`config.mk`:
```
export PLATFORM = sky130hd
export DESIGN_NAME = generational_handle_table
export DESIGN_NICKNAME = d
export VERILOG_FILES = /design/src/hdl/ght_pkg.sv /design/src/hdl/ght_gen_mem.sv /design/src/hdl/ght_slot_track.sv /design/src/hdl/generational_handle_table.sv
export SDC_FILE = /design/constraint.sdc
export NUM_CORES = 1
export LEC_CHECK = 0
export BUFFER_PORTS_ARGS = -buffer_cell sky130_fd_sc_hd__buf_2
export CAP_MARGIN = 20
export CELL_PAD_IN_SITES_DETAIL_PLACEMENT = 0
export CELL_PAD_IN_SITES_GLOBAL_PLACEMENT = 2
export CORE_MARGIN = 2
export CORE_UTILIZATION = 35
export DETAILED_ROUTE_END_ITERATION = 8
export GPL_ROUTABILITY_DRIVEN = 0
export PLACE_DENSITY_LB_ADDON = 0.3
export SYNTH_ARGS = -nofsm -noshare
export SYNTH_HDL_FRONTEND = slang
export SYNTH_SLANG_ARGS = --single-unit
```
`constraint.sdc`:
```
create_clock -name clk_i -period 5.2 [get_ports clk_i]
set_input_delay 0.52 -clock clk_i [delete_from_list [all_inputs] [get_ports clk_i]]
set_output_delay 0.52 -clock clk_i [all_outputs]
set_load 0.01 [all_outputs]
```
`src/hdl/ght_pkg.sv`:
```
// Shared types, codes and sizes for the generational handle table.
`timescale 1ns / 1ps

package ght_pkg;

  localparam int unsigned SLOTS     = 16;
  localparam int unsigned GEN_BITS  = 32;
  localparam int unsigned SLOT_W    = (SLOTS > 1) ? $clog2(SLOTS) : 1;
  localparam int unsigned CNT_W     = $clog2(SLOTS + 1);
  localparam int unsigned HIDX_W    = 32;  // handle index field
  localparam int unsigned HGEN_W    = 32;  // handle generation field
  localparam int unsigned RIDX_W    = 5;   // result index field
  localparam int unsigned LIVE_W    = 5;   // live count field

  typedef enum logic [1:0] {
    ACT_ALLOC   = 2'd0,
    ACT_RELEASE = 2'd1,
    ACT_LOOKUP  = 2'd2
  } action_e;

  typedef enum logic [1:0] {
    STS_OK   = 2'd0,
    STS_FULL = 2'd1,
    STS_BAD  = 2'd2
  } status_e;

  typedef logic [SLOT_W-1:0]   slot_t;
  typedef logic [GEN_BITS-1:0] gen_t;
  typedef logic [CNT_W-1:0]    count_t;

  // update request to the slot tracker
  typedef struct packed {
    logic  set;
    logic  clr;
    slot_t slot;
  } slot_cmd_t;

  // tracker status
  typedef struct packed {
    logic   full;
    slot_t  free_slot;
    logic   query_used;
    count_t count;
  } slot_stat_t;

endpackage

```
`src/hdl/ght_gen_mem.sv`:
```
// Generation store: synchronous RAM with per-entry written bits, reads zero until written.
`timescale 1ns / 1ps

module ght_gen_mem
  import ght_pkg::*;
(
  input  logic  clk_i,
  input  logic  rst_ni,
  input  logic  re_i,
  input  slot_t raddr_i,
  input  logic  we_i,
  input  slot_t waddr_i,
  input  gen_t  wdata_i,
  output gen_t  rdata_o
);

  gen_t             mem [SLOTS];
  logic [SLOTS-1:0] written_q;
  gen_t             rdata_q;
  logic             rvalid_q;

  always_ff @(posedge clk_i) begin
    if (we_i) begin
      mem[waddr_i] <= wdata_i;
    end
    if (re_i) begin
      rdata_q <= mem[raddr_i];
    end
  end

  always_ff @(posedge clk_i or negedge rst_ni) begin
    if (!rst_ni) begin
      written_q <= '0;
      rvalid_q  <= 1'b0;
    end else begin
      if (we_i) begin
        written_q[waddr_i] <= 1'b1;
      end
      if (re_i) begin
        rvalid_q <= written_q[raddr_i];
      end
    end
  end

  // never-written entries read as a generation of zero
  assign rdata_o = rvalid_q ? rdata_q : '0;

`ifndef SYNTH
  // a stored generation is never zero once an entry has been handed out
  a_wdata_nonzero: assert property (@(posedge clk_i) disable iff (!rst_ni)
    we_i |-> (wdata_i != '0))
    else $error("zero generation written");
`endif

endmodule

```
`src/hdl/ght_slot_track.sv`:
```
// Used flags, lowest-free-slot search and live slot count.
`timescale 1ns / 1ps

module ght_slot_track
  import ght_pkg::*;
(
  input  logic       clk_i,
  input  logic       rst_ni,
  input  slot_cmd_t  cmd_i,
  input  slot_t      query_i,
  output slot_stat_t stat_o
);

  logic [SLOTS-1:0] used_q, used_d;
  count_t           count_q, count_d;
  slot_t            free_slot;

  always_comb begin
    free_slot = '0;
    for (int s = SLOTS - 1; s >= 0; s--) begin
      if (!used_q[s]) begin
        free_slot = slot_t'(s);
      end
    end
  end

  always_comb begin
    used_d  = used_q;
    count_d = count_q;
    if (cmd_i.set && !used_q[cmd_i.slot]) begin
      used_d[cmd_i.slot] = 1'b1;
      count_d            = count_q + 1'b1;
    end else if (cmd_i.clr && used_q[cmd_i.slot]) begin
      used_d[cmd_i.slot] = 1'b0;
      count_d            = count_q - 1'b1;
    end
  end

  always_ff @(posedge clk_i or negedge rst_ni) begin
    if (!rst_ni) begin
      used_q  <= '0;
      count_q <= '0;
    end else begin
      used_q  <= used_d;
      count_q <= count_d;
    end
  end

  assign stat_o.full       = &used_q;
  assign stat_o.free_slot  = free_slot;
  assign stat_o.query_used = used_q[query_i];
  assign stat_o.count      = count_q;

`ifndef SYNTH
  a_count_match: assert property (@(posedge clk_i) disable iff (!rst_ni)
    $countones(used_q) == int'(count_q))
    else $error("live count out of step with used flags");

  a_set_clr_excl: assert property (@(posedge clk_i) disable iff (!rst_ni)
    !(cmd_i.set && cmd_i.clr))
    else $error("set and clear in one cycle");
`endif

endmodule

```
`src/hdl/generational_handle_table.sv`:
```
// Top level: generational handle table with a read-modify-write per transaction.
`timescale 1ns / 1ps

// Channel   Dir  Handshake                     Payload
// s_axis    in   s_axis_tvalid/s_axis_tready   tuser: action; tdata: index, generation
// m_axis    out  m_axis_tvalid/m_axis_tready   tuser: status; tdata: index, gen, live
//
// Each transaction is a read-modify-write: the accept edge launches the generation
// RAM read, and the commit edge writes back and loads the output register.
// A new transaction is not accepted until the previous one has written back.
// Reset clears the used flags, the live count and the RAM written bits; the RAM
// is usable right after reset. A stalled output holds the write-back stage, and
// input is taken while a finished result still waits in the output register.

module generational_handle_table
  import ght_pkg::*;
(
  input  logic        clk_i,
  input  logic        rst_ni,
  input  logic        s_axis_tvalid,
  output logic        s_axis_tready,
  input  logic [63:0] s_axis_tdata,  // [31:0] handle_index, [63:32] handle_generation
  input  logic [1:0]  s_axis_tuser,  // [1:0] action
  output logic        m_axis_tvalid,
  input  logic        m_axis_tready,
  output logic [47:0] m_axis_tdata,  // [4:0] result_index, [36:5] result_generation,
                                     // [41:37] slots_in_use, [47:42] zero
  output logic [1:0]  m_axis_tuser   // [1:0] status
);

  typedef enum logic [1:0] {
    ST_IDLE = 2'b01,
    ST_WB   = 2'b10
  } state_e;

  state_e state_q, state_d;

  // input unpacking
  logic [HIDX_W-1:0] in_hidx;
  logic [HGEN_W-1:0] in_hgen;
  logic              in_idx_ok;
  slot_t             in_slot;
  logic              accept;

  // captured request
  logic [1:0]        req_act_q;
  logic              req_idx_ok_q;
  slot_t             req_slot_q;
  logic [RIDX_W-1:0] req_ridx_q;
  logic [HGEN_W-1:0] req_hgen_q;

  // output register
  logic              m_valid_q;
  status_e           m_status_q, m_status_d;
  logic [RIDX_W-1:0] m_ridx_q, m_ridx_d;
  logic [HGEN_W-1:0] m_rgen_q, m_rgen_d;
  logic [LIVE_W-1:0] m_live_q, m_live_d;

  // store interfaces
  slot_stat_t stat;
  slot_cmd_t  cmd;
  gen_t       gen_rd;
  gen_t       gen_inc;
  slot_t      rd_addr;
  logic       commit;
  logic       mem_we;
  count_t     live_after;

  assign in_hidx   = s_axis_tdata[31:0];
  assign in_hgen   = s_axis_tdata[63:32];
  assign in_idx_ok = (in_hidx != '0) && (in_hidx <= HIDX_W'(SLOTS));
  assign in_slot   = slot_t'(in_hidx - 1'b1);

  assign s_axis_tready = (state_q == ST_IDLE);
  assign accept        = s_axis_tvalid && s_axis_tready;

  // allocate reads the lowest free slot, the others the slot the handle names
  assign rd_addr = (s_axis_tuser == ACT_ALLOC) ? stat.free_slot : in_slot;

  // write back once the output register has room
  assign commit = (state_q == ST_WB) && (!m_valid_q || m_axis_tready);

  always_comb begin
    state_d = state_q;
    case (state_q)
      ST_IDLE: if (accept) state_d = ST_WB;
      ST_WB:   if (commit) state_d = ST_IDLE;
      default: state_d = ST_IDLE;
    endcase
  end

  // next generation, wrapping past zero to one
  always_comb begin
    gen_inc = gen_rd + 1'b1;
    if (gen_inc == '0) begin
      gen_inc = gen_t'(1);
    end
  end

  // result and store updates of the write-back stage
  always_comb begin
    m_status_d = STS_BAD;
    m_ridx_d   = '0;
    m_rgen_d   = '0;
    live_after = stat.count;
    cmd.set    = 1'b0;
    cmd.clr    = 1'b0;
    cmd.slot   = req_slot_q;
    mem_we     = 1'b0;
    case (req_act_q)
      ACT_ALLOC: begin
        if (stat.full) begin
          m_status_d = STS_FULL;
        end else begin
          m_status_d = STS_OK;
          m_ridx_d   = RIDX_W'(32'(req_slot_q) + 32'd1);
          m_rgen_d   = HGEN_W'(gen_inc);
          live_after = stat.count + 1'b1;
          cmd.set    = commit;
          mem_we     = commit;
        end
      end
      ACT_RELEASE: begin
        if (req_idx_ok_q) begin
          m_status_d = STS_OK;
          m_ridx_d   = req_ridx_q;
          m_rgen_d   = HGEN_W'(gen_rd);
          if (stat.query_used) begin
            live_after = stat.count - 1'b1;
          end
          cmd.clr = commit;
        end
      end
      ACT_LOOKUP: begin
        // generation bits above the stored width never match
        if (req_idx_ok_q && (req_hgen_q != '0) && stat.query_used &&
            (HGEN_W'(gen_rd) == req_hgen_q)) begin
          m_status_d = STS_OK;
          m_ridx_d   = req_ridx_q;
          m_rgen_d   = HGEN_W'(gen_rd);
        end
      end
      default: begin
        m_status_d = STS_BAD;
      end
    endcase
    m_live_d = LIVE_W'(live_after);
  end

  always_ff @(posedge clk_i or negedge rst_ni) begin
    if (!rst_ni) begin
      state_q   <= ST_IDLE;
      m_valid_q <= 1'b0;
    end else begin
      state_q <= state_d;
      if (commit) begin
        m_valid_q <= 1'b1;
      end else if (m_axis_tready) begin
        m_valid_q <= 1'b0;
      end
    end
  end

  always_ff @(posedge clk_i) begin
    if (accept) begin
      req_act_q    <= s_axis_tuser;
      req_idx_ok_q <= in_idx_ok;
      req_slot_q   <= (s_axis_tuser == ACT_ALLOC) ? stat.free_slot : in_slot;
      req_ridx_q   <= RIDX_W'(in_hidx);
      req_hgen_q   <= in_hgen;
    end
    if (commit) begin
      m_status_q <= m_status_d;
      m_ridx_q   <= m_ridx_d;
      m_rgen_q   <= m_rgen_d;
      m_live_q   <= m_live_d;
    end
  end

  ght_gen_mem u_gen_mem (
    .clk_i   (clk_i),
    .rst_ni  (rst_ni),
    .re_i    (accept),
    .raddr_i (rd_addr),
    .we_i    (mem_we),
    .waddr_i (req_slot_q),
    .wdata_i (gen_inc),
    .rdata_o (gen_rd)
  );

  ght_slot_track u_slot_track (
    .clk_i   (clk_i),
    .rst_ni  (rst_ni),
    .cmd_i   (cmd),
    .query_i (req_slot_q),
    .stat_o  (stat)
  );

  assign m_axis_tvalid = m_valid_q;
  assign m_axis_tuser  = m_status_q;
  assign m_axis_tdata  = {6'd0, m_live_q, m_rgen_q, m_ridx_q};

`ifndef SYNTH
  a_accept_to_wb: assert property (@(posedge clk_i) disable iff (!rst_ni)
    accept |=> (state_q == ST_WB))
    else $error("accepted transaction did not enter write-back");

  a_commit_valid: assert property (@(posedge clk_i) disable iff (!rst_ni)
    commit |=> m_axis_tvalid)
    else $error("write-back produced no result");

  a_ok_nonzero: assert property (@(posedge clk_i) disable iff (!rst_ni)
    (commit && (m_status_d == STS_OK)) |-> (m_ridx_d != '0))
    else $error("successful result with zero index");
`endif

endmodule

```
==> Yosys cells after proc, flatten, opt, wreduce, memory -nomap -nowiden <==
Memory sizes are Yosys's and may differ from the RTL's. A register that Yosys moved wholly into a read port is not among the register bits.
Cells that the tools add are included.
W data, S select, Z words.
{ "totals": {"regBits": 129, "mem_bits_rw": 512, "input_bits": 70, "output_inout_bits": 52, "word_cells": 113, "n_memories": 1} }
{ "classes": {"add_sub_neg": 5, "order_cmp": 4, "eq_ne": 7, "mux": 56, "n_bitwise": 4, "reduce_logical": 21} }
{ "memory_table": {"columns": ["memory", "words", "word_bits", "read_ports", "rd_ports_with_merged_regs", "wr", "line", "source"], "rows": [
  ["u_gen_mem.mem", 16, 32, 1, 1, 1, "ght_gen_mem.sv:17", "gen_t mem [SLOTS];"]
]} }
{ "op_table": {"columns": ["cell", "count"], "rows": [
  ["$mux W32", 5],
  ["$pmux W32 S3", 1],
  ["$mux W4", 17],
  ["$reduce_bool A32 Y1", 2],
  ["$mux W5", 8],
  ["$add A32 B1 Y32 const B", 1],
  ["$eq A32 B32 Y1", 1],
  ["$le A32 B5 Y1 const B", 1],
  ["$logic_not A32 Y1", 1],
  ["$mux W16", 2],
  ["$or A16 B16 Y16", 2],
  ["$and A16 B16 Y16", 1],
  ["$not A16 Y16", 1],
  ["$reduce_and A16 Y1", 1],
  ["$pmux W5 S3", 1],
  ["$mux W1", 12],
  ["$lt A4 B5 Y1 const B", 2],
  ["$pmux W5 S2", 1],
  ["$logic_and A1 B1 Y1", 9],
  ["$bmux W1 S4", 2],
  ["$mux W2", 4],
  ["$pmux W2 S3", 1],
  ["$add A4 B1 Y5 const B", 1],
  ["$add A5 B1 Y5 const B", 1],
  ["other kinds (14)", 19]
]} }

==> Longest topological paths before layout <==
Gate-level depths: netlist of run 1.
{ "depth": {"ltp_word": 19, "depth_mapped": 13, "depth_no_buf": 11} }

==> Hierarchy <==
A second synthesis of run 1 with hierarchy kept.
{ "hier_totals": {"hier_cells": 1470, "hier_area_um2": 27840.5} }
{ "modules_own_cells": {"columns": ["mod", "instances", "cells_per_inst", "area_each_um2", "seq_area_each_um2"], "rows": [
  ["ght_gen_mem", 1, 841, 21146.5, 16761.1],
  ["generational_handle_table", 1, 478, 5220.0, 2718.9],
  ["ght_slot_track", 1, 151, 1473.9, 525.5]
]} }

==> Worst setup path after synthesis of run 1 <==
No wires, ideal clock.
{ "synth_path": {"path_type": "input -> register", "start": "in m_axis_tready", "end": "mem u_gen_mem.mem[10][0] in the netlist's numbering, enable pin", "setup_time_ps": 422, "arrival_time_ps": 4930, "required_time_ps": 4778, "path_slack_ps": -152, "path_stages": 5, "n_path_buf": 1, "cell_sequence": "nand2b_1 nor2b_1 nand2_1 clkbuf_1 nor2_1"} }
{ "synth_via": {"elab_chain_cells": 6} }
{ "synth_rtl": {"columns": ["element", "line", "source"], "rows": [
  ["from (decl)", "generational_handle_table.sv:25", "input logic m_axis_tready,"],
  ["$logic_or A1 B1 Y1", "generational_handle_table.sv:81", "assign commit = (state_q == ST_WB) && (!m_valid_q || m_axis_tready);"],
  ["$logic_and A1 B1 Y1", "generational_handle_table.sv:81", null],
  ["net commit", "generational_handle_table.sv:65", "logic commit;"],
  ["$mux W1", "generational_handle_table.sv:112", "if (stat.full) begin"],
  ["$mux W1", "generational_handle_table.sv:110", "case (req_act_q)"],
  ["$mux W1", "ght_gen_mem.sv:23", "if (we_i) begin"],
  ["$mux W1 (not written as such)", "ght_gen_mem.sv:24", "mem[waddr_i] <= wdata_i;"],
  ["to (decl)", "ght_gen_mem.sv:17", null]
]} }
The timed path passes the listed nets, and every way through them passes these cells.

==> Final worst setup path of run 1 <==
{ "layout_path": {"start": "reg u_gen_mem.rvalid_q", "end": "mem u_gen_mem.mem[2][0] in the netlist's numbering (data pin)"} }
{ "layout_via": {"elab_chain_cells": 4} }
{ "layout_rtl": {"columns": ["element", "line", "source"], "rows": [
  ["from (decl)", "ght_gen_mem.sv:20", "logic rvalid_q;"],
  ["from (signal assigned)", "ght_gen_mem.sv:40", "rvalid_q <= written_q[raddr_i];"],
  ["$mux W32 *", "ght_gen_mem.sv:46", "assign rdata_o = rvalid_q ? rdata_q : '0;"],
  ["$add A32 B1 Y32 *", "generational_handle_table.sv:94", "gen_inc = gen_rd + 1'b1;"],
  ["$logic_not A32 Y1", "generational_handle_table.sv:95", "if (gen_inc == '0) begin"],
  ["$mux W32 *", "generational_handle_table.sv:95", null],
  ["net gen_inc[0]", "generational_handle_table.sv:63", "gen_t gen_inc;"]
]} }
The timed path passes the listed nets; every way through them passes the cells marked *.

==> results of run 1 <==
## metal layers
metal	wire length [um]	track usage (%)	vias up	part of all wire (%)
li1	-	-	8470	-
met1	38800	28.5	9439	45
met2	41000	32.9	604	48
met3	4830	2.96	97	5.6
met4	1430	4.94	0	1.7
met5	0	0	-	0
## repair_timing
| action | in CTS | in global routing |
|---|---|---|
| endpoints found under the hold margin | 0 | 41 |
| hold buffers | 0 | 1 |
| setup buffers | 0 | 0 |
| resized for setup | 0 | 0 |
## through the flow
step / utilization, % / std cells / hold WS [ps] / power [W] / worst slack (ps)
floorplan: - / 2232 / 224 / 0.00737 / 833
global placement: 38.0 / 3342 / 444 / 0.00797 / 995
detailed placement: 38.0 / 3345 / 452 / 0.00798 / 942
CTS: 41.0 / 3480 / 40.1 / 0.0132 / 900
global route: 41.1 / 3484 / 52.0 / 0.0136 / 601
finish: 41.1 / 3484 / 71.9 / 0.0131 / 922
## Yosys cell counts, drive strengths merged (6+ instances only)
master and count:
a21oi 21, a22o 8, a22oi 7, a31oi 6
a32oi 32, and4 7, buf 58, clkbuf 73
dfrtp 40, edfxtp 632, ha 9, inv 42
mux2i 103, mux4 6, nand2 353, nand2b 17
nand3 151, nand4 25, nor2 261, nor2b 9
nor3 14, nor4 21, o21ai 135, o221ai 32
o22ai 20, or2 22, or3 7, xnor2 29
xor2 20
## logic make-up (layout without fill, tap and decap cells)
| logic type | count (synthesis) | in the layout | share of synthesized area [%] |
|---|---|---|---|
| fa+ha+maj | 9 | 9 | 0.393 |
| buf+inv | 173 | 365 | 2.86 |
| simple gates | 919 | 919 | 14.6 |
| mux | 112 | 112 | 4.19 |
| xor+xnor | 49 | 49 | 1.52 |
| compound gates | 291 | 291 | 6.60 |
| flops | 673 | 673 | 69.8 |
| other cells | 1 | 6 | 0.0131 |
## how the worst max path moves through the flow
stage / slack, ps / startpoint / to / cells after the start
2_1_floorplan: 830 / m_axis_tready / u_gen_mem.mem[10][0] / 5
3_3_place_gp: 1000 / u_gen_mem.rvalid_q / u_gen_mem.mem[15][0] / 9
3_5_place_dp: 940 / u_gen_mem.rvalid_q / u_gen_mem.mem[7][0] / 9
4_1_cts: 900 / u_gen_mem.rvalid_q / u_gen_mem.mem[2][0] / 9
5_1_grt: 600 / u_gen_mem.rvalid_q / u_gen_mem.mem[2][0] / 13
6_report: 920 / u_gen_mem.rvalid_q / u_gen_mem.mem[2][0] / 12
## final cells by class
class | count | area (sq um)
clock buffer | 91 | 1940
sequential | 673 | 20000
inverter | 42 | 169
tap | 1060 | 1330
fill | 7469 | 47600
multi-input combinational | 1386 | 8040
timing repair buffer | 188 | 1240
clock inverter | 44 | 467
## registers in the layout, indices dropped and copies added, names as in the netlist, named ones only
signal                flops
req_idx_ok_q              1
u_gen_mem.written_q      16
m_rgen_q                 32
m_axis_tuser              2
m_ridx_q                  5
u_slot_track.count_q      5
req_act_q                 2
u_gen_mem.rdata_q        32
m_axis_tvalid             1
req_hgen_q               32
m_live_q                  5
u_gen_mem.rvalid_q        1
req_slot_q                4
state_q                   2
req_ridx_q                5
u_gen_mem.mem           512
## power breakdown
part           internal (W)  leakage (nW)  switching [W]
registers           0.00620          6.30       0.000182
clock network       0.00298          1.16        0.00222
logic              0.000461          4.22        0.00105
## worst reg2reg max path, delay by kind of cell (launching register included)
family | cells | cell delay (ps)
adder cells (fa/ha/maj) | 1 | 350
buffers and inverters | 2 | 360
flip-flops | 1 | 610
AO/OA/AOI/OAI | 1 | 160
AND/OR/NAND/NOR | 8 | 2390
==> results.sh, run 1 <==
export IMPL_synthTopCellsByArea="edfxtp_1 (66%), nand2_1 (4.6%), mux2i_1 (3.6%)"
export IMPL_grt_overflow=0
export IMPL_drc=0
export IMPL_tns_ps=0
export IMPL_fin_crit_ps=4280
export IMPL_core_rowCount=104
export IMPL_wl_per_cell_um=24.7
export IMPL_drtAntennaViolNets=0
export IMPL_die_height_um=290
export IMPL_dp_hpwl_um=50900
export IMPL_r2r_end="u_gen_mem.mem[2][0]"
export IMPL_p_per_area_mw_per_mm2=394
export IMPL_final_cell_mix="edfxtp_1 (632), nand2_1 (351), nor2_1 (242)"
export IMPL_crit_slowest_cell="dfrtp_2"
export IMPL_synth_edff_count=632
export IMPL_crit_arrival_ps=4500
export IMPL_hp_start="s_axis_tdata[57]"
export IMPL_cts_buffers=74
export IMPL_worstSkewPairLatency_ps=640
export IMPL_grt_pass1_wl_um=126000
export IMPL_via_count=18610
export IMPL_cp_slowest_stage_delay_ps=610
export IMPL_cp_max_fo=20
export IMPL_root_buffer="clkbuf_16"
export IMPL_drive_gt1_share_pct=15.9
export IMPL_clock_sinks=673
export IMPL_path_class="reg2reg"
export IMPL_io_pins=122
export IMPL_setup_viol=0
export IMPL_cts_clk_slew_worst_paths_ps=60
export IMPL_grt_max_degree=160
export IMPL_drv_cap=0
export IMPL_final_max_slew_viol_count=0
export IMPL_syn_to_final_growth_pct=15.8
export IMPL_core_sq_mm=0.0808
export IMPL_fin_nets=2444
export IMPL_cp_start_kind="register"
export IMPL_tritoncts="built"
export IMPL_worst_path_dominant_cell_family="simple AND/OR/NAND/NOR gates"
export IMPL_path_cells="inv_1 > nor2_1 > ha_1 > nand4_2 > nor3b_4 > nand4_1 > or3_1 > a21oi_1 > buf_4 > nor2_1 > nand4_2 > nand2_1"
export IMPL_htreeDepth=3
export IMPL_place_area_sq_mm=0.0307
export IMPL_hold_end="req_hgen_q[25]"
export IMPL_fin_crit_sh_pct=82.3
export IMPL_die_area_sq_mm=0.0842
export IMPL_peakVddDrop_mv=0.255
export IMPL_r2r_start="u_gen_mem.rvalid_q"
export IMPL_routed_wl_um=86000
export IMPL_start_util_pct=35.5
export IMPL_antenna_cells=0
export IMPL_firstDrtPassIters=7
export IMPL_slew_headroom_pct=29.2
export IMPL_layout_commonest_cell="edfxtp_1"
export IMPL_yosysSeqAreaShare_pct=69.8
export IMPL_avgViaCountPerCell=5.34
export IMPL_cp_buffers_inverters=2
export IMPL_finalHoldViolCount=0
export IMPL_endpoint_kind="register"
export IMPL_syn_inst=2227
export IMPL_cp_required_ps=5420
export IMPL_ys_async_sr_fraction_pct=6.09
export IMPL_synth_area_sq_mm=0.0287
export IMPL_drt_iter0_drc=1767
export IMPL_ys_flop_type="edfxtp_1"
export IMPL_yosysWarnings=0
export IMPL_io_buffers=115
export IMPL_outcome="finished, final reports clean"
export IMPL_worst_r2r_cell_count=12
export IMPL_track_usage_pct=20.2
export IMPL_synth_top_cell_by_area="edfxtp_1"
export IMPL_syn_area_per_cell_sq_um=12.9
export IMPL_netlist_area_leader_share_pct=66.2
export IMPL_antenna_found_initial=4
export IMPL_ys_seq_elements=673
export IMPL_rrSetupSlack_ps=920
export IMPL_ys_types=86
export IMPL_die_w_um=290
export IMPL_rsz0062_at_grt="no"
export IMPL_fin_skew_ps=32.8
export IMPL_finalInstanceArea_sq_mm=0.0332
export IMPL_grt_pass1_vias=18260
export IMPL_total_leakage_power_nw=11.7
export IMPL_hold_path_depth=1
export IMPL_cts_buffer_depth=3
export IMPL_tightest_slew_ps=1060
export IMPL_fmax_ghz=0.234
export IMPL_min_path_type="in2reg"
Power figures use the tool's default switching activity.
==> inputs of run 2 (changes only) <==
==> constraint.sdc (replaced) <==
create_clock -name clk_i -period 3.6 [get_ports clk_i]
set_input_delay 0.36 -clock clk_i [delete_from_list [all_inputs] [get_ports clk_i]]
set_output_delay 0.36 -clock clk_i [all_outputs]
set_load 0.01 [all_outputs]
==> results.sh, run 2 (synthesis gave the netlist of run 1 again) <==
export IMPL_outcome="finished, final reports clean"
export IMPL_fin_nets=2535
export IMPL_grt_pass1_vias=18358
export IMPL_cp_start_kind="register"
export IMPL_core_rowCount=104
export IMPL_track_usage_pct=20.0
export IMPL_cp_required_ps=3960
export IMPL_drc=0
export IMPL_die_height_um=290
export IMPL_worst_r2r_cell_count=9
export IMPL_die_area_sq_mm=0.0842
export IMPL_grt_max_degree=71
export IMPL_routed_wl_um=85000
export IMPL_finalHoldViolCount=0
export IMPL_peakVddDrop_mv=0.290
export IMPL_slew_headroom_pct=35.3
export IMPL_io_buffers=115
export IMPL_cts_buffers=75
export IMPL_wl_per_cell_um=23.8
export IMPL_die_w_um=290
export IMPL_worstSkewPairLatency_ps=630
export IMPL_hp_start="m_axis_tready"
export IMPL_fmax_ghz=0.283
export IMPL_rsz0062_at_grt="no"
export IMPL_tightest_slew_ps=971
export IMPL_fin_hold_ws_ps=39.1
export IMPL_fin_skew_ps=33.5
export IMPL_io_pins=122
export IMPL_drive_gt1_share_pct=16.8
export IMPL_fin_crit_ps=3540
export IMPL_drv_cap=0
export IMPL_syn_to_final_growth_pct=18.8
export IMPL_num_fill_cells=7421
export IMPL_grt_use_met1_pct=28.3
export IMPL_cts_clk_slew_worst_paths_ps=60
export IMPL_hold_path_depth=3
export IMPL_p_per_area_mw_per_mm2=560
export IMPL_cts_buffer_depth=3
export IMPL_r2r_end="m_rgen_q[6]"
export IMPL_finalInstanceArea_sq_mm=0.0340
export IMPL_p_switching_w=0.00494
export IMPL_layout_commonest_cell="edfxtp_1"
export IMPL_final_cell_mix="edfxtp_1 (632), nand2_1 (350), nor2_1 (242)"
export IMPL_firstDrtPassIters=5
export IMPL_grt_pass1_wl_um=125000
export IMPL_path_class="reg2reg"
export IMPL_seqPwrFrac_pct=48.0
export IMPL_hold_end="m_axis_tvalid"
export IMPL_grt_overflow=0
export IMPL_total_leakage_power_nw=12.1
export IMPL_grt_most_used_layer="met2"
export IMPL_rrSetupSlack_ps=60
export IMPL_use_met3_pct=2.58
export IMPL_post_cts_setup_buffers=0
export IMPL_switching_share_pct=25.9
export IMPL_drtAntennaViolNets=0
export IMPL_largest_register="u_gen_mem.mem"
export IMPL_tritoncts="built"
export IMPL_clkPwrFrac_pct=39.4
export IMPL_core_sq_mm=0.0808
export IMPL_avgViaCountPerCell=5.30
export IMPL_intPower_w=0.0141
export IMPL_combPwrFrac_pct=12.6
export IMPL_min_path_type="in2reg"
export IMPL_dp_hpwl_um=50800
export IMPL_root_buffer="clkbuf_16"
export IMPL_crit_arrival_ps=3890
export IMPL_final_max_slew_viol_count=0
export IMPL_cp_max_fo=21
export IMPL_place_area_sq_mm=0.0312
export IMPL_setup_viol=0
export IMPL_largest_reg_flops=512
export IMPL_endpoint_kind="register"
export IMPL_clock_sinks=673
export IMPL_start_util_pct=35.5
export IMPL_antenna_found_initial=2
export IMPL_htreeDepth=3
export IMPL_drt_iter0_drc=1450
export IMPL_met2_usage_pct=32.1
export IMPL_r2r_start="u_gen_mem.rdata_q[8]"
export IMPL_via_count=18945
export IMPL_fin_cells=3576
export IMPL_tns_ps=0
export IMPL_placed_cells=3399
export IMPL_fin_crit_sh_pct=98.3
## run 2: layer usage
layer	up-vias	wire, um
li1	8690	-
met1	9542	39000
met2	592	39600
met3	121	4330
met4	0	2010
met5	-	0
## run 2: power groups by stage
| stage | logic [W] | clock network [W] | registers (W) |
|---|---|---|---|
| 2_1_floorplan | 0.00144 | 0 | 0.00921 |
| 3_3_place_gp | 0.00235 | 0 | 0.00930 |
| 3_5_place_dp | 0.00238 | 0 | 0.00930 |
| 4_1_cts | 0.00242 | 0.00769 | 0.00914 |
| 5_1_grt | 0.00262 | 0.00799 | 0.00916 |
| 6_report | 0.00241 | 0.00751 | 0.00915 |
## run 2: worst max-delay path: stages, from the launching register on
cell and delay [ps]:
edfxtp_1 490, inv_1 110, a22o_1 240, or4_1 570
nor4_1 470, buf_4 200, nand4_1 60, mux2_2 410
buf_4 270, o21ai_0 440
## run 2: worst max path at each step
| stage | start | slack, ps | end | depth (start not counted) |
|---|---|---|---|---|
| 3_3_place_gp | u_gen_mem.rdata_q[8] | 160 | m_rgen_q[6] | 9 |
| 3_5_place_dp | u_gen_mem.rdata_q[8] | 150 | m_rgen_q[6] | 9 |
| 2_1_floorplan | u_gen_mem.rvalid_q | 140 | u_gen_mem.mem[0][0] | 13 |
| 5_1_grt | u_gen_mem.rdata_q[8] | 7 | m_rgen_q[6] | 9 |
| 6_report | u_gen_mem.rdata_q[8] | 60 | m_rgen_q[6] | 9 |
| 4_1_cts | u_gen_mem.rdata_q[8] | 120 | m_rgen_q[6] | 9 |
## run 2: timing repair
item                                    CTS  global route
gates resized for setup                   0             2
endpoints found under the hold margin    79             0
endpoints found under the setup margin    0            32
hold buffers                             40             0
## run 2: cell type report
class                   instances  area, sq um  share of cell area [%]
inverters                      42          169                   0.496
repair buffers                278         2100                    6.18
clock inverters                40          410                    1.21
well taps                    1060         1330                    3.90
clock buffers                  95         1990                    5.85
flip-flops and latches        673        20000                    58.8
diodes                          2         5.00                  0.0147
multi-input cells            1386         8030                    23.6
## run 2: metrics by stage
step / util, % / setup WS (ps) / power [W]
after floorplan: - / 142 / 0.0106
after global placement: 38.6 / 162 / 0.0117
after detailed placement: 38.7 / 146 / 0.0117
after CTS: 42.1 / 117 / 0.0193
after global routing: 42.1 / 6.78 / 0.0198
final: 42.1 / 61.7 / 0.0191
==> inputs of run 3 (changes only) <==
--- a/config.mk
+++ b/config.mk
@@ -5,7 +5,7 @@
 export SDC_FILE = /design/constraint.sdc
 export NUM_CORES = 1
 export LEC_CHECK = 0
-export BUFFER_PORTS_ARGS = -buffer_cell sky130_fd_sc_hd__buf_2
+export BUFFER_PORTS_ARGS = -buffer_cell sky130_fd_sc_hd__clkbuf_2
 export CAP_MARGIN = 20
 export CELL_PAD_IN_SITES_DETAIL_PLACEMENT = 0
 export CELL_PAD_IN_SITES_GLOBAL_PLACEMENT = 2
@@ -14,6 +14,7 @@
 export DETAILED_ROUTE_END_ITERATION = 8
 export GPL_ROUTABILITY_DRIVEN = 0
 export PLACE_DENSITY_LB_ADDON = 0.3
+export SETUP_SLACK_MARGIN = 0.05
 export SYNTH_ARGS = -nofsm -noshare
 export SYNTH_HDL_FRONTEND = slang
 export SYNTH_SLANG_ARGS = --single-unit
==> results.sh, run 3 (synthesis gave the netlist of run 1 again) <==
export IMPL_worst_r2r_cell_count=12
export IMPL_rrSetupSlack_ps=240
export IMPL_htreeDepth=3
export IMPL_grt_pass1_vias=18623
export IMPL_fmax_ghz=0.298
export IMPL_cp_start_kind="register"
export IMPL_hp_start="m_axis_tready"
export IMPL_total_leakage_power_nw=12.1
export IMPL_wl_per_cell_um=24.0
export IMPL_drt_iter0_drc=1487
export IMPL_top_layer_used="met5"
export IMPL_start_util_pct=35.5
export IMPL_largest_reg_flops=512
export IMPL_worst_path_dominant_cell_family="simple AND/OR/NAND/NOR gates"
export IMPL_endpoint_kind="register"
export IMPL_grt_max_degree=111
export IMPL_worstSkewPairLatency_ps=620
export IMPL_core_rowCount=104
export IMPL_io_buffers=115
export IMPL_clock_sinks=673
export IMPL_grt_pass1_wl_um=126000
export IMPL_core_sq_mm=0.0808
export IMPL_cp_buffers_inverters=2
export IMPL_firstDrtPassIters=5
export IMPL_die_w_um=290
export IMPL_drtAntennaViolNets=0
export IMPL_wl_met2_um=40000
export IMPL_fin_crit_ps=3360
export IMPL_path_class="reg2reg"
export IMPL_tritoncts="built"
export IMPL_crit_arrival_ps=3680
export IMPL_wl_met1_um=39000
export IMPL_avgViaCountPerCell=5.34
export IMPL_fin_util_pct=42.0
export IMPL_outcome="finished, final reports clean"
export IMPL_slew_headroom_pct=34.0
export IMPL_drc=0
export IMPL_fin_nets=2537
export IMPL_hold_end="m_axis_tvalid"
export IMPL_drive_gt1_share_pct=17.2
export IMPL_r2r_start="u_gen_mem.rvalid_q"
export IMPL_die_area_sq_mm=0.0842
export IMPL_syn_to_final_growth_pct=18.4
export IMPL_min_path_type="in2reg"
export IMPL_root_buffer="clkbuf_16"
export IMPL_crit_slowest_cell="or4b_1"
export IMPL_largest_register="u_gen_mem.mem"
export IMPL_cp_common_cell="nand4_2"
export IMPL_hold_path_depth=3
export IMPL_dr_wl_met3_um=5080
export IMPL_cp_max_fo=16
export IMPL_antenna_found_initial=5
export IMPL_final_max_slew_viol_count=0
export IMPL_cts_buffers=72
export IMPL_rsz0062_at_grt="no"
export IMPL_r2r_end="u_gen_mem.mem[12][1]"
export IMPL_p_per_area_mw_per_mm2=555
export IMPL_dp_hpwl_um=51800
export IMPL_worst_path_stages=12
export IMPL_peakVddDrop_mv=0.372
export IMPL_via_count=19107
export IMPL_path_cells="inv_1 > nor2_1 > ha_1 > nand4_2 > buf_4 > nor3b_4 > nand2_2 > xnor2_2 > or4b_1 > nor4_4 > nand4_2 > and2_2"
export IMPL_die_height_um=290
export IMPL_post_cts_setup_buffers=0
export IMPL_io_pins=122
export IMPL_tns_ps=0
export IMPL_tightest_slew_ps=990
export IMPL_fin_crit_sh_pct=93.3
export IMPL_fin_skew_ps=24.7
export IMPL_cp_required_ps=3930
export IMPL_cp_slowest_stage_delay_ps=510
export IMPL_layout_commonest_cell="edfxtp_1"
export IMPL_cts_clk_slew_worst_paths_ps=60
export IMPL_cts_buffer_depth=3
export IMPL_track_usage_pct=20.1
export IMPL_final_cell_mix="edfxtp_1 (632), nand2_1 (350), nor2_1 (242)"
export IMPL_drv_cap=0
export IMPL_routed_wl_um=85900
export IMPL_setup_viol=0
export IMPL_finalHoldViolCount=0
export IMPL_grt_overflow=0
[run 3: cell types whose count changed in the layout (fill, tap and decap cells not counted), moves of 3 or more]
cell	change
clkinv_2	+9
clkinv_8	+3
inv_16	-4
buf_2	-115
buf_12	-3
clkinv_1	-7
clkbuf_2	+115
buf_4	+9
clkbuf_16	-3
[run 3: how the worst max path moves through the flow]
stage | start | to | slack, ps
floorplan | u_gen_mem.rvalid_q | u_gen_mem.mem[0][0] | 140
global placement | register | u_gen_mem.rdata_q[7] | 150
detailed placement | register | u_gen_mem.rdata_q[7] | 120
CTS | register | u_gen_mem.rdata_q[7] | 80
global route | register | u_gen_mem.rdata_q[7] | 70
finish | u_gen_mem.rvalid_q | u_gen_mem.mem[12][1] | 240
[run 3: cell type report]
cell class | instances | area [sq um]
Antenna cell | 1 | 2.50
Multi-Input combinational cell | 1386 | 8040
Timing Repair Buffer | 283 | 2100
Inverter | 42 | 169
Clock buffer | 90 | 1890
Sequential cell | 673 | 20000
Clock inverter | 42 | 403
Fill cell | 7453 | 46900
Tap cell | 1060 | 1330
[run 3: metal layers]
metal  vias up  GRT usage (%)
met3       117           2.89
met4         2           5.48
met1      9644           28.1
met2       670           32.6
met5         -              0
li1       8674              -
[run 3: power by group]
part	leakage [nW]	internal, W	switching, W
combinational	4.68	0.000788	0.00162
sequential	6.30	0.00895	0.000203
clock	1.12	0.00418	0.00310
[run 3: what timing repair did]
| action | 4_1_cts | 5_1_grt |
|---|---|---|
| endpoints found under the hold margin | 59 | 0 |
| resized for setup | 0 | 5 |
| hold buffers | 40 | 0 |
| endpoints found under the setup margin | 0 | 31 |
[run 3: worst register-to-register path, delay by kind of cell, from the launching register on]
kind	cells	cell delay (ps)
xor+xnor	1	150
fa+ha+maj	1	200
buf+inv	2	290
flops	1	410
simple gates	8	2020
[run 3: metrics by stage]
| step | power (W) | setup slack [ps] | instances | hold slack, ps | instance area (sq um) |
|---|---|---|---|---|---|
| CTS | 0.0190 | 80.3 | 3576 | 6.37 | 33900 |
| global route | 0.0195 | 74.5 | 3576 | 52.3 | 33900 |
| global placement | 0.0117 | 150 | 3403 | 367 | 31200 |
| finish | 0.0188 | 242 | 3577 | 41.7 | 33900 |
| detailed placement | 0.0117 | 124 | 3404 | 369 | 31200 |
| floorplan | 0.0106 | 142 | 2232 | 64.4 | 28700 |
